File: src/bls_pkg.sv
// ----------------------------------------------------------------------------
// Bresenham line stepper package
// Shared opcodes, direction flags and the default coordinate width for the line stepper.
// ----------------------------------------------------------------------------
package bls_pkg;

   // default coordinate width
   localparam int unsigned COORD_BITS_DEF = 12;

   // item opcodes
   typedef enum logic [0:0] {
      OP_LOAD = 1'b0,
      OP_STEP = 1'b1
   } opcode_type;

   // step directions and major axis of the active line
   typedef struct packed {
      logic x_neg;
      logic y_neg;
      logic y_major;
   } line_dir_type;

endpackage

File: src/bls_setup.sv
// ----------------------------------------------------------------------------
// Line setup
// Forms absolute deltas, step directions, major axis and the initial error
// term from the start and end points of a new line.
// ----------------------------------------------------------------------------
module bls_setup #(
   parameter int unsigned COORD_BITS = bls_pkg::COORD_BITS_DEF
) (
   input  logic [COORD_BITS-1:0] start_x,
   input  logic [COORD_BITS-1:0] start_y,
   input  logic [COORD_BITS-1:0] end_x,
   input  logic [COORD_BITS-1:0] end_y,
   output logic [COORD_BITS-1:0] major_delta,
   output logic [COORD_BITS-1:0] minor_delta,
   output logic [COORD_BITS+2:0] error_init,
   output bls_pkg::line_dir_type dir
);
   import bls_pkg::*;

   logic [COORD_BITS-1:0] dx;
   logic [COORD_BITS-1:0] dy;

   // pick direction and magnitude on each axis
   always_comb begin
      dir.x_neg = end_x < start_x;
      dir.y_neg = end_y < start_y;
      dx = dir.x_neg ? start_x - end_x : end_x - start_x;
      dy = dir.y_neg ? start_y - end_y : end_y - start_y;
      // equal deltas keep x as the major axis
      dir.y_major = dy > dx;
   end

   assign major_delta = dir.y_major ? dy : dx;
   assign minor_delta = dir.y_major ? dx : dy;

   // error term 2*minor - major
   assign error_init = {2'b00, minor_delta, 1'b0} - {3'b000, major_delta};

endmodule

File: src/bls_step.sv
// ----------------------------------------------------------------------------
// Pixel step
// Advances the current pixel one place along the major axis, moves the minor
// axis when the error term is not negative, and updates the error term.
// ----------------------------------------------------------------------------
module bls_step #(
   parameter int unsigned COORD_BITS = bls_pkg::COORD_BITS_DEF
) (
   input  logic [COORD_BITS-1:0] cur_x,
   input  logic [COORD_BITS-1:0] cur_y,
   input  logic [COORD_BITS+2:0] error_term,
   input  logic [COORD_BITS-1:0] major_delta,
   input  logic [COORD_BITS-1:0] minor_delta,
   input  bls_pkg::line_dir_type dir,
   output logic [COORD_BITS-1:0] next_x,
   output logic [COORD_BITS-1:0] next_y,
   output logic [COORD_BITS+2:0] next_error
);
   import bls_pkg::*;

   localparam int unsigned ERR_BITS = COORD_BITS + 3;

   logic                  move_minor;
   logic                  move_x;
   logic                  move_y;
   logic [COORD_BITS-1:0] x_delta;
   logic [COORD_BITS-1:0] y_delta;
   logic [COORD_BITS:0]   diff;
   logic [ERR_BITS-1:0]   err_inc;

   // minor axis moves when the error term is not negative
   assign move_minor = ~error_term[ERR_BITS-1];
   assign move_x     = ~dir.y_major | move_minor;
   assign move_y     =  dir.y_major | move_minor;

   // step by +1 or -1, wrapping at the coordinate width
   assign x_delta = dir.x_neg ? {COORD_BITS{1'b1}} : COORD_BITS'(1);
   assign y_delta = dir.y_neg ? {COORD_BITS{1'b1}} : COORD_BITS'(1);
   assign next_x  = move_x ? cur_x + x_delta : cur_x;
   assign next_y  = move_y ? cur_y + y_delta : cur_y;

   // error gains 2*(minor - major) on a minor move, else 2*minor
   assign diff    = {1'b0, minor_delta} - {1'b0, major_delta};
   assign err_inc = move_minor ? {diff[COORD_BITS], diff, 1'b0}
                               : {2'b00, minor_delta, 1'b0};
   assign next_error = error_term + err_inc;

endmodule

File: src/bresenham_line_stepper.sv
// ----------------------------------------------------------------------------
// Bresenham line stepper
// Integer line rasterizer for all eight octants: a load item sets up a line
// and returns its start pixel, each step item returns the next pixel.
// ----------------------------------------------------------------------------
// Path: an accepted item goes through the input register, then the setup or
// step logic into the result register. Throughput: one item per cycle
// unless the result stalls; the line state loops through one step unit.
// A stalled result holds the input register and stalls req in the same cycle.
// Reset: synchronous; drops any item in flight and leaves no line active.
module bresenham_line_stepper #(
   parameter int unsigned COORD_BITS = bls_pkg::COORD_BITS_DEF
) (
   input  logic                   clock,
   input  logic                   reset,
   input  logic                   req_valid,
   output logic                   req_stall,
   input  bls_pkg::opcode_type    req_opcode,
   input  logic [COORD_BITS-1:0]  req_start_x,
   input  logic [COORD_BITS-1:0]  req_start_y,
   input  logic [COORD_BITS-1:0]  req_end_x,
   input  logic [COORD_BITS-1:0]  req_end_y,
   output logic                   rsp_valid,
   input  logic                   rsp_stall,
   output logic [COORD_BITS-1:0]  rsp_pixel_x,
   output logic [COORD_BITS-1:0]  rsp_pixel_y,
   output logic                   rsp_last_pixel,
   output logic                   rsp_no_pixel
);
   import bls_pkg::*;

   localparam int unsigned ERR_BITS = COORD_BITS + 3;

   // input register
   logic                  in_valid_ff;
   opcode_type            in_op_ff;
   logic [COORD_BITS-1:0] in_sx_ff, in_sy_ff, in_ex_ff, in_ey_ff;

   // line state
   logic [COORD_BITS-1:0] cur_x_ff, cur_x_in;
   logic [COORD_BITS-1:0] cur_y_ff, cur_y_in;
   logic [ERR_BITS-1:0]   err_ff, err_in;
   logic [COORD_BITS-1:0] major_ff, major_in;
   logic [COORD_BITS-1:0] minor_ff, minor_in;
   line_dir_type          dir_ff, dir_in;
   logic [COORD_BITS-1:0] remain_ff, remain_in;
   logic                  active_ff, active_in;

   // result register
   logic                  rsp_valid_ff;
   logic [COORD_BITS-1:0] rsp_x_ff, rsp_x_in;
   logic [COORD_BITS-1:0] rsp_y_ff, rsp_y_in;
   logic                  rsp_last_ff, rsp_last_in;
   logic                  rsp_none_ff, rsp_none_in;

   // setup and step outputs
   logic [COORD_BITS-1:0] set_major, set_minor;
   logic [ERR_BITS-1:0]   set_err;
   line_dir_type          set_dir;
   logic [COORD_BITS-1:0] stp_x, stp_y;
   logic [ERR_BITS-1:0]   stp_err;
   logic [COORD_BITS-1:0] remain_dec;

   logic out_ready;
   logic in_ready;
   logic fire;

   // pipeline flow: each stage moves when the one after it can take the item
   assign out_ready = ~rsp_valid_ff | ~rsp_stall;
   assign in_ready  = ~in_valid_ff | out_ready;
   assign fire      = in_valid_ff & out_ready;
   assign req_stall = ~in_ready;

   bls_setup #(
      .COORD_BITS (COORD_BITS)
   ) u_setup (
      .start_x     (in_sx_ff),
      .start_y     (in_sy_ff),
      .end_x       (in_ex_ff),
      .end_y       (in_ey_ff),
      .major_delta (set_major),
      .minor_delta (set_minor),
      .error_init  (set_err),
      .dir         (set_dir)
   );

   bls_step #(
      .COORD_BITS (COORD_BITS)
   ) u_step (
      .cur_x       (cur_x_ff),
      .cur_y       (cur_y_ff),
      .error_term  (err_ff),
      .major_delta (major_ff),
      .minor_delta (minor_ff),
      .dir         (dir_ff),
      .next_x      (stp_x),
      .next_y      (stp_y),
      .next_error  (stp_err)
   );

   assign remain_dec = remain_ff - COORD_BITS'(1);

   // decode the item and form the next line state and result
   always_comb begin
      cur_x_in    = cur_x_ff;
      cur_y_in    = cur_y_ff;
      err_in      = err_ff;
      major_in    = major_ff;
      minor_in    = minor_ff;
      dir_in      = dir_ff;
      remain_in   = remain_ff;
      active_in   = active_ff;
      rsp_x_in    = rsp_x_ff;
      rsp_y_in    = rsp_y_ff;
      rsp_last_in = rsp_last_ff;
      rsp_none_in = rsp_none_ff;
      if (fire) begin
         unique case (in_op_ff)
            OP_LOAD: begin
               cur_x_in    = in_sx_ff;
               cur_y_in    = in_sy_ff;
               err_in      = set_err;
               major_in    = set_major;
               minor_in    = set_minor;
               dir_in      = set_dir;
               remain_in   = set_major;
               active_in   = set_major != '0;
               rsp_x_in    = in_sx_ff;
               rsp_y_in    = in_sy_ff;
               rsp_last_in = set_major == '0;
               rsp_none_in = 1'b0;
            end
            OP_STEP: begin
               if (active_ff) begin
                  cur_x_in    = stp_x;
                  cur_y_in    = stp_y;
                  err_in      = stp_err;
                  remain_in   = remain_dec;
                  active_in   = remain_dec != '0;
                  rsp_x_in    = stp_x;
                  rsp_y_in    = stp_y;
                  rsp_last_in = remain_dec == '0;
                  rsp_none_in = 1'b0;
               end else begin
                  rsp_x_in    = '0;
                  rsp_y_in    = '0;
                  rsp_last_in = 1'b0;
                  rsp_none_in = 1'b1;
               end
            end
            default: begin
               rsp_none_in = 1'b1;
            end
         endcase
      end
   end

   // control registers
   always_ff @(posedge clock) begin
      if (reset) begin
         in_valid_ff  <= 1'b0;
         rsp_valid_ff <= 1'b0;
         active_ff    <= 1'b0;
      end else begin
         if (in_ready) begin
            in_valid_ff <= req_valid;
         end
         if (out_ready) begin
            rsp_valid_ff <= in_valid_ff;
         end
         active_ff <= active_in;
      end
   end

   // payload registers: capture on accept, hold otherwise
   always_ff @(posedge clock) begin
      if (in_ready) begin
         in_op_ff <= req_opcode;
         in_sx_ff <= req_start_x;
         in_sy_ff <= req_start_y;
         in_ex_ff <= req_end_x;
         in_ey_ff <= req_end_y;
      end
      cur_x_ff    <= cur_x_in;
      cur_y_ff    <= cur_y_in;
      err_ff      <= err_in;
      major_ff    <= major_in;
      minor_ff    <= minor_in;
      dir_ff      <= dir_in;
      remain_ff   <= remain_in;
      rsp_x_ff    <= rsp_x_in;
      rsp_y_ff    <= rsp_y_in;
      rsp_last_ff <= rsp_last_in;
      rsp_none_ff <= rsp_none_in;
   end

   assign rsp_valid      = rsp_valid_ff;
   assign rsp_pixel_x    = rsp_x_ff;
   assign rsp_pixel_y    = rsp_y_ff;
   assign rsp_last_pixel = rsp_last_ff;
   assign rsp_no_pixel   = rsp_none_ff;

   // an active line always has steps left
   a_active_remain: assert property (@(posedge clock) disable iff (reset)
      active_ff |-> remain_ff != '0)
      else $error("active line with no steps left");

   // a no-pixel result carries no coordinates and no last mark
   a_none_clean: assert property (@(posedge clock) disable iff (reset)
      (rsp_valid_ff && rsp_none_ff) |->
         (!rsp_last_ff && rsp_x_ff == '0 && rsp_y_ff == '0))
      else $error("no-pixel result with coordinates or last mark");

   // the final step ends the line and marks its result last
   a_final_step: assert property (@(posedge clock) disable iff (reset)
      (fire && in_op_ff == OP_STEP && active_ff && remain_ff == COORD_BITS'(1))
         |=> (!active_ff && rsp_last_ff && rsp_valid_ff))
      else $error("final step did not end the line");

   // stall only while the input register holds an item that cannot move
   a_stall_held: assert property (@(posedge clock) disable iff (reset)
      req_stall |-> (in_valid_ff && rsp_valid_ff && rsp_stall))
      else $error("input stalled without a blocked item");

endmodule
File: config.mk
export PLATFORM = sky130hd
export DESIGN_NAME = bresenham_line_stepper
export DESIGN_NICKNAME = d
export VERILOG_FILES = /design/src/bls_pkg.sv /design/src/bls_setup.sv /design/src/bls_step.sv /design/src/bresenham_line_stepper.sv
export SDC_FILE = /design/constraint.sdc
export NUM_CORES = 1
export LEC_CHECK = 0
export ABC_AREA = 1
export BUFFER_PORTS_ARGS = -buffer_cell sky130_fd_sc_hd__buf_2
export CAP_MARGIN = 15
export CORE_UTILIZATION = 58
export DETAILED_ROUTE_END_ITERATION = 7
export GPL_ROUTABILITY_DRIVEN = 0
export GPL_TIMING_DRIVEN = 1
export MAX_ROUTING_LAYER = met4
export PLACE_DENSITY = 0.77
export SYNTH_ARGS = -nofsm -noshare
export SYNTH_HDL_FRONTEND = slang
export SYNTH_SLANG_ARGS = --single-unit
File: constraint.sdc
create_clock -name clock -period 10.25 [get_ports clock]
set_input_delay 0 -clock clock [delete_from_list [all_inputs] [get_ports clock]]
set_output_delay 0 -clock clock [all_outputs]
set_load 0.005 [all_outputs]
==> impl_results.md <==
* Die width at 148 um
* Hold WC Path Type: in2reg
* Met2 GRT Util at a little over half
* Crit-path most repeated cell: nand2_1
* Post-route clock period utilization at between 50% and 60%
* Number of port buffers at 80
* Nets at ~1.9k
* Min-Delay Path Depth at 4
* Final HPWL DP at between 20000 and 25000 um
* Hold Vio Cnt, Final at 0
* Worst-Skew Late Latency at between 0.4 and 0.5 ns
* TNS Setup at 0 ns
* Startpoint types: register
* Initial antenna violation count at 2
* Synthesized area at approximately 12000 um2
* Leakage power at 6.86 nW
* Post-route DRC at 0
* Final clock skew at 0.0103 ns
* CP Capture Type: register
* Hold Buf Count CTS at 52
* Commonest non-fill, non-tap cell in the layout: nand2_1
* Antenna Violating Nets Remaining at 0
* Slew Viols, Final at 0
* CP endpoint: err_ff[9]
* Chip height at 148 um
* Vias at 11.3k
* Post-CTS setup buffers at 0
* # H-tree levels at 4
* Max-cap viol count at 0
* Crit path from: in_ex_ff[0]
* Pin count of the biggest net entering global routing at 74
* Total GRT Usage at 32.7%
* Arrival time at the worst endpoint at ~5.7 ns
* Status: finished clean
* Max stage delay cell, worst path: o21ai_0
* Reg2reg path depth at 34
* Total Wirelength at approximately 34000 um
* Global-route track usage on met1 at 40.6%
* Yosys reg bits at 155
* Most frequent cells in the layout: nand2_1 (409), inv_1 (213), edfxtp_1 (152)
* CTS Buf Count at 17
* Final setup fails at 0
* CTS Buffer Depth at 2
* Post-synth EDFFs at about 150
* Worst R2R Start: in_ex_ff[0]
* Syn. warnings at 0
* Std-Cell Rows at 53
* GR peak layer: met2
* Fin crit period at approximately 5.5 ns
* DR pass1 iterations at 6
* FMAX at 0.182 GHz
* Sink Count at between 150 and 200
* RSZ-0062 raised after global routing: false
* Crit Path Class: reg2reg
* I/O pins at a little over 80
* Total Power at around 3.1 mW
* Total die area at around 22000 um2
* Cells after synthesis at between 1.5k and 2k
* Grt met3 use at roughly 5.6%
* Iter 0 DRT Violations at 1017
* WL per Instance at roughly 17 um
* Main flop type after synthesis: edfxtp_1
* CTS tree: yes
* Layout cell share with drive strength beyond 1 at 11.6%
* Worst-margin pin slew at approximately 1.1 ns
* FF-to-FF setup slack at around 4.8 ns
* P&R area growth vs syn at 14.2%
* Post-cts sizing count at 0
* Crit-path max cell delay at approximately 0.50 ns
* Worst R2R End: err_ff[9]
* Synth cell types at 52
* Initial Utilization at 59.2%
* Maximum VDD drop at 0.139 mV
* Core Region at around 21000 um2
* Sequential fraction of the synthesis area at a little under two fifths
* Syn_nets at approximately 1.7k
* Syn avg cell area at 7.91 um2
* CP Max Fanout at 36
* Ys async rst share at 0%
* Slew headroom at between 20% and 30%
* Clk pin slew, worst setup/hold paths at about 0.070 ns
* Via density at around 5.7
* Grt total ovfl at 0
* Global-route wire length before repair at between 50000 and 60000 um
* Power Dens Cells at 219 nW/um2
* Number of global-route vias before repair at 10.8k
* Root Driver: clkbuf_16
* Critical Path RT at roughly 10 ns
## kinds of logic (layout without fill, tap and decap cells)
| kind of cell | Yosys count | count (layout) | share of synthesized area [%] |
|---|---|---|---|
| AND/OR/NAND/NOR | 717 | 717 | 26.0 |
| AO/OA/AOI/OAI | 271 | 271 | 12.2 |
| buffers and inverters | 260 | 394 | 8.33 |
| flip-flops | 155 | 155 | 37.2 |
| adder cells (fa/ha/maj) | 122 | 122 | 12.8 |
| XOR/XNOR | 45 | 45 | 3.23 |
| multiplexers | 3 | 3 | 0.241 |
| other | 0 | 1 | 0 |
## registers in the layout, indices dropped and copies added, names as in the netlist, 3 cells and up
signal and count:
in_sy_ff 12, err_ff 14, major_ff 12, cur_x_ff 12
minor_ff 12, in_sx_ff 12, rsp_pixel_y 12, in_ex_ff 12
rsp_pixel_x 12, remain_ff 12, in_ey_ff 12, dir_ff 3
cur_y_ff 12
## cells in the mapped netlist, types with 3 or more instances
cell,number,area share [%]
nand2_1,409,12
inv_1,214,6.5
edfxtp_1,152,37
ha_1,113,11
nor2_1,109,3.3
a21oi_1,99,4.0
o21ai_0,98,3.9
nand3_1,93,3.7
xor2_1,32,2.3
nand2_2,29,1.5
nand4_1,22,1.1
clkbuf_1,19,0.57
o22ai_1,13,0.65
xnor2_1,12,0.85
nor3_1,11,0.44
o21ai_1,11,0.44
or2_2,11,0.55
fa_1,9,1.4
inv_2,9,0.27
o211ai_1,9,0.54
o21bai_1,9,0.54
buf_2,8,0.32
nand2_4,7,0.63
o31ai_1,6,0.36
a21o_1,5,0.30
a31oi_1,5,0.25
nand3_2,5,0.40
nor2_4,5,0.45
nand3_4,4,0.56
o2111ai_1,4,0.28
o21a_1,4,0.24
buf_4,3,0.18
buf_6,3,0.27
dfxtp_1,3,0.48
mux2i_1,3,0.24
nor2_8,3,0.48
## worst min-delay path by stage
stage | start | end | slack, ns
floorplan | reset | rsp_valid | 0.07
global placement | reset | rsp_valid | 0.18
detailed placement | req_end_x[6] | in_ex_ff[6] | 0.18
CTS | rsp_stall | in_valid_ff | 0.02
global route | rsp_stall | in_valid_ff | 0.05
finish | rsp_stall | in_valid_ff | 0.04
## metal layers
metal	up-vias	share of wire [%]
met1	5170	41
met5	-	0
met3	87	8.3
met2	512	47
met4	0	3.3
li1	5481	-
## critical path, delay by kind of cell, from the launching register on
| family | cells | cell delay [ns] |
|---|---|---|
| AOI/OAI and AO/OA | 1 | 0.50 |
| DFF | 1 | 0.40 |
| and+or+nand+nor | 23 | 2.35 |
| xor gates and xnor gates | 1 | 0.29 |
| buffers and inverters | 5 | 0.51 |
| adders and majority gates | 4 | 1.19 |
## cell type report
class / instances / area [um2]
Clock inverter: 13 / 186
Inverter: 225 / 845
Sequential cell: 155 / 4620
Clock buffer: 19 / 433
Antenna cell: 1 / 2.50
Timing Repair Buffer: 137 / 978
Tap cell: 275 / 344
Multi-Input combinational cell: 1158 / 6790
Fill cell: 1724 / 6820
## through the flow
stage / hold WS [ns] / area, um2 / cells / worst slack, ns / util [%]
global placement: 0.176 / 13000 / 1897 / 4.51 / 62.0
CTS: 0.0190 / 14200 / 1981 / 4.28 / 67.4
global route: 0.0545 / 14200 / 1983 / 4.25 / 67.5
finish: 0.0351 / 14200 / 1983 / 4.75 / 67.5
floorplan: 0.0691 / 12400 / 1573 / 5.20 / -
detailed placement: 0.178 / 13000 / 1897 / 4.28 / 62.0
## report_power, final
group	internal, mW	switching [mW]	leakage [nW]
logic	0.544	1.05	5.07
registers	0.805	0.0321	1.50
clock network	0.391	0.289	0.291
(Power assumes the default switching activity.)
